<file path="src/hdl/jcq_pkg.sv">
package jcq_pkg;

  localparam int unsigned HEADROOM_DEF   = 3;
  localparam int unsigned BLOCK_AREA_DEF = 64;

  localparam logic [1:0] CMD_LOAD   = 2'd0;
  localparam logic [1:0] CMD_QUANT  = 2'd1;
  localparam logic [1:0] CMD_DEQ    = 2'd2;
  localparam logic [1:0] CMD_UNUSED = 2'd3;

  // Bits of the dividend 2^(15+L), L the bit length of an 8-bit step
  localparam int unsigned DIV_BITS = 24;
  localparam int unsigned CNT_W    = 5;

  typedef struct packed {
    logic [7:0]  step;
    logic [15:0] recip;
    logic [15:0] corr;
    logic [4:0]  shift;
  } qent_t;

  localparam int unsigned QENT_W = $bits(qent_t);

endpackage

</file>
<file path="src/hdl/jpeg_coefficient_quantizer_core.sv">
// Channel  Dir  Ports                        Beat contents
// in_      in   tvalid tready tdata tuser    tuser: cmd; tdata: index, coeff, step_value
// out_     out  tvalid tready tdata          tdata: value
//
// Quantize and dequantize beats enter one per cycle while the divider is idle and out_ flows;
// each result passes table read, add, multiply and shift/sign, held in the output register
// under back-pressure. A valid table load holds in_tready low while the bit-serial
// divider works out the reciprocal; loads with zero step or out-of-range index pass at once.
// Synchronous active-low reset clears the valid bits and the divider; the table is not cleared.
// An out_ stall freezes a full stage if all later ones are full; nothing is lost or repeated.
module jpeg_coefficient_quantizer_core #(
  parameter int unsigned HEADROOM   = jcq_pkg::HEADROOM_DEF,
  parameter int unsigned BLOCK_AREA = jcq_pkg::BLOCK_AREA_DEF
) (
  input  logic        clk,
  input  logic        rst_n,
  input  logic        in_tvalid,
  output logic        in_tready,
  input  logic [31:0] in_tdata,   // index[5:0], coeff[21:6], step_value[29:22], zero pad
  input  logic [1:0]  in_tuser,   // cmd[1:0]
  output logic        out_tvalid,
  input  logic        out_tready,
  output logic [15:0] out_tdata   // value[15:0]
);

  localparam int unsigned AW = (BLOCK_AREA > 1) ? $clog2(BLOCK_AREA) : 1;

  logic [5:0]  in_index;
  logic [15:0] in_coeff;
  logic [7:0]  in_step;
  logic        in_fire, in_inside, is_res, is_load;
  logic [AW-1:0] in_addr;

  assign in_index  = in_tdata[5:0];
  assign in_coeff  = in_tdata[21:6];
  assign in_step   = in_tdata[29:22];
  assign in_fire   = in_tvalid && in_tready;
  assign in_inside = {3'b0, in_index} < 9'(BLOCK_AREA);
  assign in_addr   = AW'({3'b0, in_index});
  assign is_res    = (in_tuser == jcq_pkg::CMD_QUANT) || (in_tuser == jcq_pkg::CMD_DEQ);
  assign is_load   = (in_tuser == jcq_pkg::CMD_LOAD) && in_inside && (in_step != 8'd0);

  // ---------------- divider for table loads ----------------
  logic                          dv_busy_r, dv_fin_r;
  logic [jcq_pkg::CNT_W-1:0]     dv_cnt_r;
  logic [8:0]                    dv_rem_r;
  logic [16:0]                   dv_quo_r;
  logic [7:0]                    dv_step_r;
  logic [AW-1:0]                 dv_addr_r;
  logic [3:0]                    dv_len;
  logic [8:0]                    dv_try;
  logic                          dv_ge;

  always_comb begin
    dv_len = 4'd0;
    for (int i = 0; i < 8; i++) begin
      if (dv_step_r[i]) dv_len = 4'(i + 1);
    end
  end

  assign dv_try = {dv_rem_r[7:0], (dv_cnt_r == 5'(5'd15 + 5'(dv_len)))};
  assign dv_ge  = dv_try >= {1'b0, dv_step_r};

  always_ff @(posedge clk) begin
    if (!rst_n) begin
      dv_busy_r <= 1'b0;
      dv_fin_r  <= 1'b0;
    end else if (!dv_busy_r) begin
      if (in_fire && is_load) begin
        dv_busy_r <= 1'b1;
        dv_fin_r  <= 1'b0;
      end
    end else if (dv_fin_r) begin
      dv_busy_r <= 1'b0;
      dv_fin_r  <= 1'b0;
    end else if (dv_cnt_r == '0) begin
      dv_fin_r <= 1'b1;
    end
  end

  always_ff @(posedge clk) begin
    if (!dv_busy_r) begin
      dv_step_r <= in_step;
      dv_addr_r <= in_addr;
      dv_cnt_r  <= jcq_pkg::CNT_W'(jcq_pkg::DIV_BITS - 1);
      dv_rem_r  <= '0;
      dv_quo_r  <= '0;
    end else if (!dv_fin_r) begin
      dv_rem_r <= dv_ge ? dv_try - {1'b0, dv_step_r} : dv_try;
      dv_quo_r <= {dv_quo_r[15:0], dv_ge};
      dv_cnt_r <= dv_cnt_r - 1'b1;
    end
  end

  jcq_pkg::qent_t wr_ent;
  logic [15:0]    dv_d;
  logic [16:0]    dv_fq;
  logic [4:0]     dv_r;

  always_comb begin
    dv_d  = 16'(dv_step_r) << HEADROOM;
    dv_r  = 5'(5'd15 + 5'(HEADROOM) + 5'(dv_len));
    dv_fq = dv_quo_r;
    wr_ent.step = dv_step_r;
    wr_ent.corr = dv_d >> 1;
    if (HEADROOM == 0 && dv_step_r == 8'd1) begin
      dv_fq       = 17'd1;
      dv_r        = 5'd0;
      wr_ent.corr = 16'd0;
    end else if (dv_rem_r == 9'd0) begin
      dv_fq = dv_quo_r >> 1;
      dv_r  = dv_r - 5'd1;
    end else if ({dv_rem_r[7:0], 1'b0} <= {1'b0, dv_step_r}) begin
      wr_ent.corr = (dv_d >> 1) + 16'd1;
    end else begin
      dv_fq = dv_quo_r + 17'd1;
    end
    wr_ent.recip = dv_fq[15:0];
    wr_ent.shift = dv_r;
  end

  // ---------------- pipeline ----------------
  logic rdy1, rdy2, rdy3, rdy4;
  logic v1_r, v2_r, v3_r;
  logic q1_r, q2_r, q3_r;
  logic in1_r, in2_r, in3_r;
  logic neg2_r, neg3_r;
  logic [15:0] coeff1_r, coeff2_r;
  logic [16:0] sum2_r;
  logic [15:0] recip2_r;
  logic [4:0]  shift2_r, shift3_r;
  logic [7:0]  step2_r;
  logic [32:0] prod3_r;
  logic [15:0] deq3_r;
  logic [jcq_pkg::QENT_W-1:0] rd_raw;
  jcq_pkg::qent_t rd_ent;

  assign rdy4 = !out_tvalid || out_tready;
  assign rdy3 = !v3_r || rdy4;
  assign rdy2 = !v2_r || rdy3;
  assign rdy1 = !v1_r || rdy2;
  assign in_tready = rdy1 && !dv_busy_r;
  assign rd_ent = jcq_pkg::qent_t'(rd_raw);

  jcq_ram #(
    .WIDTH (jcq_pkg::QENT_W),
    .DEPTH (BLOCK_AREA)
  ) u_tab (
    .clk     (clk),
    .wr_en   (dv_busy_r && dv_fin_r),
    .wr_addr (dv_addr_r),
    .wr_data (wr_ent),
    .rd_en   (in_fire),
    .rd_addr (in_addr),
    .rd_data (rd_raw)
  );

  always_ff @(posedge clk) begin
    if (!rst_n) begin
      v1_r <= 1'b0;
      v2_r <= 1'b0;
      v3_r <= 1'b0;
      out_tvalid <= 1'b0;
    end else begin
      if (rdy1) v1_r <= in_fire && is_res;
      if (rdy2) v2_r <= v1_r;
      if (rdy3) v3_r <= v2_r;
      if (rdy4) out_tvalid <= v3_r;
    end
  end

  logic        neg1;
  logic [16:0] mag1;
  logic [15:0] lo4;
  logic [32:0] sh4;

  assign neg1 = coeff1_r[15];
  assign mag1 = neg1 ? 17'h10000 - {1'b0, coeff1_r} : {1'b0, coeff1_r};
  assign sh4  = prod3_r >> shift3_r;
  assign lo4  = sh4[15:0];

  always_ff @(posedge clk) begin
    if (rdy1) begin
      q1_r     <= (in_tuser == jcq_pkg::CMD_QUANT);
      in1_r    <= in_inside;
      coeff1_r <= in_coeff;
    end
    if (rdy2) begin
      q2_r     <= q1_r;
      in2_r    <= in1_r;
      neg2_r   <= neg1;
      sum2_r   <= mag1 + {1'b0, rd_ent.corr};
      recip2_r <= rd_ent.recip;
      shift2_r <= rd_ent.shift;
      coeff2_r <= coeff1_r;
      step2_r  <= rd_ent.step;
    end
    if (rdy3) begin
      q3_r     <= q2_r;
      in3_r    <= in2_r;
      neg3_r   <= neg2_r;
      shift3_r <= shift2_r;
      prod3_r  <= 33'(sum2_r) * 33'(recip2_r);
      deq3_r   <= 16'(coeff2_r * 16'(step2_r));
    end
    if (rdy4) begin
      // output zero for an index beyond the table
      if (!in3_r) begin
        out_tdata <= 16'd0;
      end else if (q3_r) begin
        out_tdata <= neg3_r ? 16'd0 - lo4 : lo4;
      end else begin
        out_tdata <= deq3_r;
      end
    end
  end

  a_busy_blocks: assert property (@(posedge clk) disable iff (!rst_n)
    dv_busy_r |-> !in_tready) else $error("input taken while divider busy");

  a_load_starts: assert property (@(posedge clk) disable iff (!rst_n)
    in_fire && is_load |=> dv_busy_r && !dv_fin_r) else $error("load did not start divider");

  a_fin_ends: assert property (@(posedge clk) disable iff (!rst_n)
    dv_busy_r && dv_fin_r |=> !dv_busy_r) else $error("divider did not finish");

endmodule

</file>
<file path="src/hdl/jcq_ram.sv">
module jcq_ram #(
  parameter int unsigned WIDTH = 8,
  parameter int unsigned DEPTH = 64,
  localparam int unsigned AW = (DEPTH > 1) ? $clog2(DEPTH) : 1
) (
  input  logic             clk,
  input  logic             wr_en,
  input  logic [AW-1:0]    wr_addr,
  input  logic [WIDTH-1:0] wr_data,
  input  logic             rd_en,
  input  logic [AW-1:0]    rd_addr,
  output logic [WIDTH-1:0] rd_data
);

  logic [WIDTH-1:0] mem [DEPTH];

  always_ff @(posedge clk) begin
    if (wr_en) begin
      mem[wr_addr] <= wr_data;
    end
    if (rd_en) begin
      rd_data <= mem[rd_addr];
    end
  end

endmodule
</file>
<file path="config.mk">
export PLATFORM = sky130hd
export DESIGN_NAME = jpeg_coefficient_quantizer_core
export DESIGN_NICKNAME = d
export VERILOG_FILES = /design/src/hdl/jcq_pkg.sv /design/src/hdl/jpeg_coefficient_quantizer_core.sv /design/src/hdl/jcq_ram.sv
export SDC_FILE = /design/constraint.sdc
export NUM_CORES = 2
export LEC_CHECK = 0
export BUFFER_PORTS_ARGS = -buffer_cell sky130_fd_sc_hd__buf_2
export CORE_MARGIN = 4
export CORE_UTILIZATION = 60
export DETAILED_ROUTE_END_ITERATION = 16
export PLACE_DENSITY_LB_ADDON = 0.15
export SYNTH_ARGS = -nofsm -noshare
export SYNTH_HDL_FRONTEND = slang
export SYNTH_HIERARCHICAL = 1
export SYNTH_SLANG_ARGS = --single-unit
</file>
<file path="constraint.sdc">
create_clock -name clk -period 11.21 [get_ports clk]
set_input_delay 0.5605 -clock clk [delete_from_list [all_inputs] [get_ports clk]]
set_output_delay 0.5605 -clock clk [all_outputs]
set_load 0.005 [all_outputs]
</file>
## Word level (Yosys, flattened, before mapping)

Memory sizes are Yosys's and may differ from the RTL's. A register that Yosys moved wholly into a read port is not among the register bits.
Index checks and enable logic that the tools add are counted.

| storage, ports and cells | value |
|---|---|
| bits in registers | 249 |
| bits in writable memories | 2,560 |
| input bits | 38 |
| output and inout bits | 18 |
| word-level logic and storage cells | 93 |
| memories kept | 1 |

Memories:

| memory | depth | width | read ports | clocked after Yosys merged registers in | write ports | RTL line | RTL |
|---|---|---|---|---|---|---|---|
| u_tab.mem | 64 | 40 | 1 | 1 | 1 | jcq_ram.sv:15 | `logic [WIDTH-1:0] mem [DEPTH];` |

| operators by class | value |
|---|---|
| $add $sub $neg | 10 |
| $mul | 2 |
| order comparisons | 2 |
| eq/ne operators | 3 |
| shifts and indexed selects | 1 |
| muxes and demuxes | 26 |
| reduce and logical (&&, ||, !) cells | 21 |

Operators by type and width:

| kind | count |
|---|---|
| 16-bit 2-to-1 mux | 4 |
| 17-bit by 16-bit multiplier with 33-bit output | 1 |
| 33-bit by 5-bit >> shifter with 16-bit output | 1 |
| 11-bit 2-to-1 mux | 2 |
| 17-bit by 16-bit adder with 17-bit output | 1 |
| 17-bit 2-to-1 mux | 1 |
| 17-bit by 16-bit subtractor with 17-bit output (first input constant) | 1 |
| 16-bit by 1-bit adder with 16-bit output (second input constant) | 1 |
| 16-bit by 8-bit multiplier with 16-bit output | 1 |
| 1-bit by 16-bit subtractor with 16-bit output (first input constant) | 1 |
| 10-bit by 1-bit adder with 11-bit output (second input constant) | 1 |
| 1-bit 2-to-1 mux | 10 |
| 5-bit by 1-bit subtractor with 5-bit output (second input constant) | 2 |
| 9-bit by 8-bit greater-or-equal comparator with 1-bit output | 1 |
| 9-bit by 8-bit less-or-equal comparator with 1-bit output | 1 |
| 9-bit zero test | 1 |
| 3-bit 2-to-1 mux | 3 |
| 9-bit 2-to-1 mux | 1 |
| 9-bit by 8-bit subtractor with 9-bit output | 1 |
| 4-bit 2-to-1 mux | 2 |
| 8-bit nonzero test | 1 |
| 1-bit logical AND | 6 |
| 4-bit by 4-bit adder with 5-bit output (first input constant) | 1 |
| 5-bit by 4-bit adder with 5-bit output (first input constant) | 1 |
| other kinds (10) | 19 |

## Longest topological paths before layout

| depth | value |
|---|---|
| depth after elaboration | 12 |
| gate-level depth with buffers | 24 |
| depth with buffers taken out | 23 |

## Modules after synthesis

The synthesis kept the hierarchy.

Modules (own cells, without submodules):

| module | instances | cells an instance | area an instance (um^2) |
|---|---|---|---|
| jcq_ram | 1 | 4,670 | 110,379.6 |
| jpeg_coefficient_quantizer_core | 1 | 2,162 | 22,048.6 |

## Least setup slack after synthesis

No wires, ideal clock.

| path | value |
|---|---|
| kind | register -> register |
| start | register dv_step_r[7] (netlist name) |
| end | memory u_tab/mem[0][36] in the netlist's numbering (data pin) |
| setup time | 0.702 ns |
| arrival | 6.325 ns |
| data required time | 10.508 ns |
| slack | 4.183 ns |
| stages on the path, launching flop included | 12 |
| cell sequence | edfxtp_1 -> clkbuf_1 -> inv_1 -> ha_1 -> nand4b_1 -> o21ai_0 -> o31a_1 -> clkbuf_1 -> nand4_1 -> nor3_1 -> xnor2_1 -> o21ai_0 |

RTL lines:

| element | RTL line |
|---|---|
| end: declaration | jcq_ram.sv:15 |

## Worst setup path after layout

| path | value |
|---|---|
| start | register sum2_r[7] |
| end | register prod3_r[32] (data pin) |

| between the ends | value |
|---|---|
| word-level cells in the longest chain between the ends | 1 |

RTL lines:

| element | RTL line | RTL |
|---|---|---|
| start: declaration | jpeg_coefficient_quantizer_core.sv:129 | `logic [16:0] sum2_r;` |
| start signal: assignment | jpeg_coefficient_quantizer_core.sv:192 | `sum2_r <= mag1 + {1'b0, rd_ent.corr};` |
| 17-bit by 16-bit multiplier with 33-bit output | jpeg_coefficient_quantizer_core.sv:203 | `prod3_r <= 33'(sum2_r) * 33'(recip2_r);` |
| end signal: assignment | jpeg_coefficient_quantizer_core.sv:203 |  |
| end: declaration | jpeg_coefficient_quantizer_core.sv:133 | `logic [32:0] prod3_r;` |

Every way passes these cells.
A chain may end at the register's enable or synchronous reset.

==> results.py <==
metrics = {
    "run_status": {
        "outcome": "finished with violations",
        "violations": "capacitance limit, slew limit",
    },
    "setup_path": {
        "crit_required_ps": 11860,
        "cp_common_cell": "fa_1",
        "cp_slowest_cell": "o311ai_0",
        "r2r-start": "sum2_r[7]",
        "crit_buf_inv": 5,
        "startpoint": "sum2_r[7]",
        "critPathKind": "flip-flop to flip-flop",
        "cp_slowest_stage_delay_ps": 910,
        "cp_cell_sequence": "and2_1 -> fa_1 -> inv_1 -> fa_1 -> inv_1 -> fa_1 -> inv_1 -> fa_1 -> inv_1 -> fa_1 -> fa_1 -> ha_1 -> inv_1 -> o21bai_1 -> a21oi_1 -> o311ai_0 -> a21boi_0 -> o21ai_0 -> a31o_2 -> a21oi_1 -> xnor2_1",
        "critPathTopFamily": "adder cells",
        "cp_max_fo": 16,
        "end_kind": "flip-flop",
        "start_kind": "flip-flop",
        "worstPathArrival_ps": 7660,
    },
    "clocking": {
        "cts_max_level": 5,
        "clk_pin_slew_worst_paths_ps": 60,
        "cts_tree": "yes",
        "post_cts_buffers": 0,
        "cts_buffer_depth": 4,
        "cts-root-buf": "clkbuf_16",
        "clock_latency_ps": 950,
        "cts_made_buffers": 323,
        "cts.sinks": 3128,
    },
    "synth": {
        "synth-xor-area-share_pct": 0.813,
        "synth_compound_area_share_pct": 3.69,
        "yosysTopAreaCell": "edfxtp_1",
        "synth_mux_area_share_pct": 13.8,
        "synthTopCellsByArea": "edfxtp_1 70%, mux4_2 13%, fa_1 4.1%, ha_1 1.5%, nand2_1 0.96%",
        "netlist.area_leader.share_pct": 70.1,
        "synth.avg_cell_area_um2": 19.4,
        "yosysUniqueCellTypes": 86,
        "ys_seq_elements": 3128,
        "syn-cell-area_mm2": 0.132,
        "syn_inst": 6832,
        "ys_async_sr_fraction_pct": 0,
        "synth_simple_gate_area_share_pct": 3.15,
        "ys_seq_area_share_pct": 70.6,
        "synth_top_family_by_area": "multiplexers",
        "yosysWarnings": 6,
        "synthFlopType": "edfxtp_1",
        "synth_edf_count": 3091,
        "synthAdderAreaFrac_pct": 5.63,
    },
    "global_routing": {
        "grt_pass1_wl_mm": 476,
        "grt_pass1_vias": 69992,
        "track_usage_pct": 29.0,
        "gr-total-overflow": 0,
        "antenna_found_initial": 12,
        "grt_max_degree": 117,
    },
    "timing": {
        "relSlewSlack_pct": -0.455,
        "max_freq_mhz": 143,
        "fin_tns_setup_ps": 0,
        "layout_min_cycle_time_ps": 7010,
        "report.final.setup_viol": 0,
        "finalHoldViolations": 0,
        "rsz0062_at_grt": "false",
        "fin_crit_sh_pct": 62.6,
        "fin_skew_ps": 79.4,
        "worst_slew_pin_slew_ps": 1470,
        "slew_viol_final": 1,
    },
    "floorplanning": {
        "start_util_pct": 60.3,
        "die_y_um": 478,
        "die_x_um": 478,
        "rows": 172,
        "dieArea_mm2": 0.228,
        "core_area_mm2": 0.220,
        "pin_count": 56,
    },
    "place": {
        "place.gp.congestion": 0.853,
        "dp_hpwl_mm": 181,
        "io_buffer_count": 53,
        "placed_cell_area_mm2": 0.139,
    },
    "routing": {
        "first_iter_violations": 8237,
        "vias": 68496,
        "drt-wirelength-per-cell_um": 30.5,
        "first_pass_iters": 6,
        "drc": 0,
        "drt_wl_total_mm": 327,
        "ant_nets": 0,
        "viasPerCell": 6.40,
    },
    "cells_and_area": {
        "syn2layout_area_growth_pct": 12.0,
        "regArea_mm2": 0.0936,
        "nets": 7982,
        "fillers": 14055,
        "final_cell_area_mm2": 0.148,
        "multi_input_area_mm2": 0.0383,
        "drive_gt1_share_pct": 20.0,
    },
    "min_path": {
        "hp-class": "input pin to flip-flop",
        "min_from": "in_tuser[1]",
    },
    "pwr": {
        "ir_drop_mv": 1.55,
        "leakagePower_nw": 47.2,
        "powerDensity_mw_per_mm2": 300,
    },
    "flow_run": {
        "cap_viol_max_count": 1,
    },
}
[worst paths after layout]
kind / endpoint / slack (ps) / cells after the start
worst max-delay path: prod3_r[32] / 4200 / 21
worst min register to register: step2_r[6] / 420 / 0
worst min-delay path: q1_r / 60 / 3
worst max register to register: prod3_r[32] / 4200 / 21
[timing repair]
action | in CTS | in global routing
endpoints found under the hold margin | 27 | 0
hold buffers | 27 | 0
gates resized for setup | 0 | 0
[cell families after synthesis]
logic type	after synthesis
DFF	3128
muxes	884
and+or+nand+nor	881
AOI/OAI and AO/OA	705
buffers and inverters	676
adders and majority gates	434
xor gates and xnor gates	123
other	1
[worst reg2reg max path, cell delays in order (launching register included)]
cell and delay [ps]:
edfxtp_1 690, and2_1 340, fa_1 540, inv_1 50, fa_1 470, inv_1 50, fa_1 500, inv_1 60
fa_1 540, inv_1 50, fa_1 500, fa_1 420, ha_1 340, inv_1 80, o21bai_1 140, a21oi_1 120
o311ai_0 910, a21boi_0 280, o21ai_0 300, a31o_2 200, a21oi_1 70, xnor2_1 120
[through the flow]
| step | setup WS, ps | utilization [%] | hold slack, ps | total power [mW] | std cells |
|---|---|---|---|---|---|
| 6_report | 4200 | 67.5 | 63.1 | 44.5 | 10705 |
| 5_1_grt | 3800 | 67.5 | 57.7 | 47.8 | 10699 |
| 4_1_cts | 4080 | 67.5 | 6.17 | 44.9 | 10698 |
| 3_5_place_dp | 4100 | 63.0 | 405 | 35.0 | 10116 |
| 3_3_place_gp | 4190 | 63.0 | 402 | 34.7 | 10116 |
| 2_1_floorplan | 4180 | - | 400 | 30.6 | 7279 |
[state kept, by name, indices dropped and copies added, names as in the netlist, 5 cells and up]
signal,cells
sum2_r,17
dv_cnt_r,5
u_tab/rd_data,45
step2_r,8
shift3_r,5
recip2_r,16
prod3_r,33
dv_quo_r,17
deq3_r,16
dv_rem_r,9
dv_addr_r,6
shift2_r,5
coeff2_r,15
u_tab/mem,2880
coeff1_r,16
out_tdata,16
dv_step_r,8
[synthesized netlist by cell type (all sizes together), types with 5 or more instances]
cell type / n
a211oi: 30
a21boi: 5
a21o: 15
a21oi: 142
a221oi: 81
a22o: 53
a22oi: 67
a311oi: 5
a31o: 8
a31oi: 12
and2: 190
and3: 8
buf: 176
clkbuf: 175
dfxtp: 37
edfxtp: 3091
fa: 270
ha: 164
inv: 323
mux2: 41
mux2i: 100
mux4: 743
nand2: 339
nand2b: 18
nand3: 25
nand3b: 8
nand4: 10
nor2: 210
nor2b: 27
nor3: 15
nor4: 8
o211ai: 10
o21a: 11
o21ai: 77
o21bai: 8
o221ai: 24
o22ai: 122
o31ai: 6
or2: 5
xnor2: 91
xor2: 32
[layout make-up]
type | count | share of cell area (%)
inverter | 325 | 0.822
tap | 2958 | 2.49
antenna | 7 | 0.0118
clock inverter | 143 | 0.665
timing repair buffer | 257 | 1.37
sequential | 3128 | 63.1
multi-input combinational | 3475 | 25.8
clock buffer | 412 | 5.78
[cell usage in the layout (no fill, tap or decap), types with 53 or more instances in the layout]
cell type     n
a21oi_1     141
clkbuf_16   330
mux2i_1      99
mux4_2      741
a22oi_1      67
and2_1      189
inv_1       321
nor2_4       64
buf_4       166
a221oi_1     80
xnor2_1      89
o22ai_1     122
clkbuf_1     81
fa_1        270
ha_1        164
clkinv_1     71
o21ai_0      58
a22o_1       53
conb_1      448
nor2_1      144
edfxtp_1   3091
nand2_1     336
[layer usage]
layer	track usage (%)	vias to the layer above	wire, um
met5	0	-	37
met4	10.6	6	13200
met3	6.49	634	35200
met2	45.9	3626	157000
met1	40.3	36040	122000
li1	-	28190	-
[power by group]
group | internal [mW] | total [mW] | switching, mW
clock network | 5.63 | 9.88 | 4.24
registers | 14.2 | 14.5 | 0.307
logic | 8.68 | 20.2 | 11.5
(Power assumes the default switching activity.)
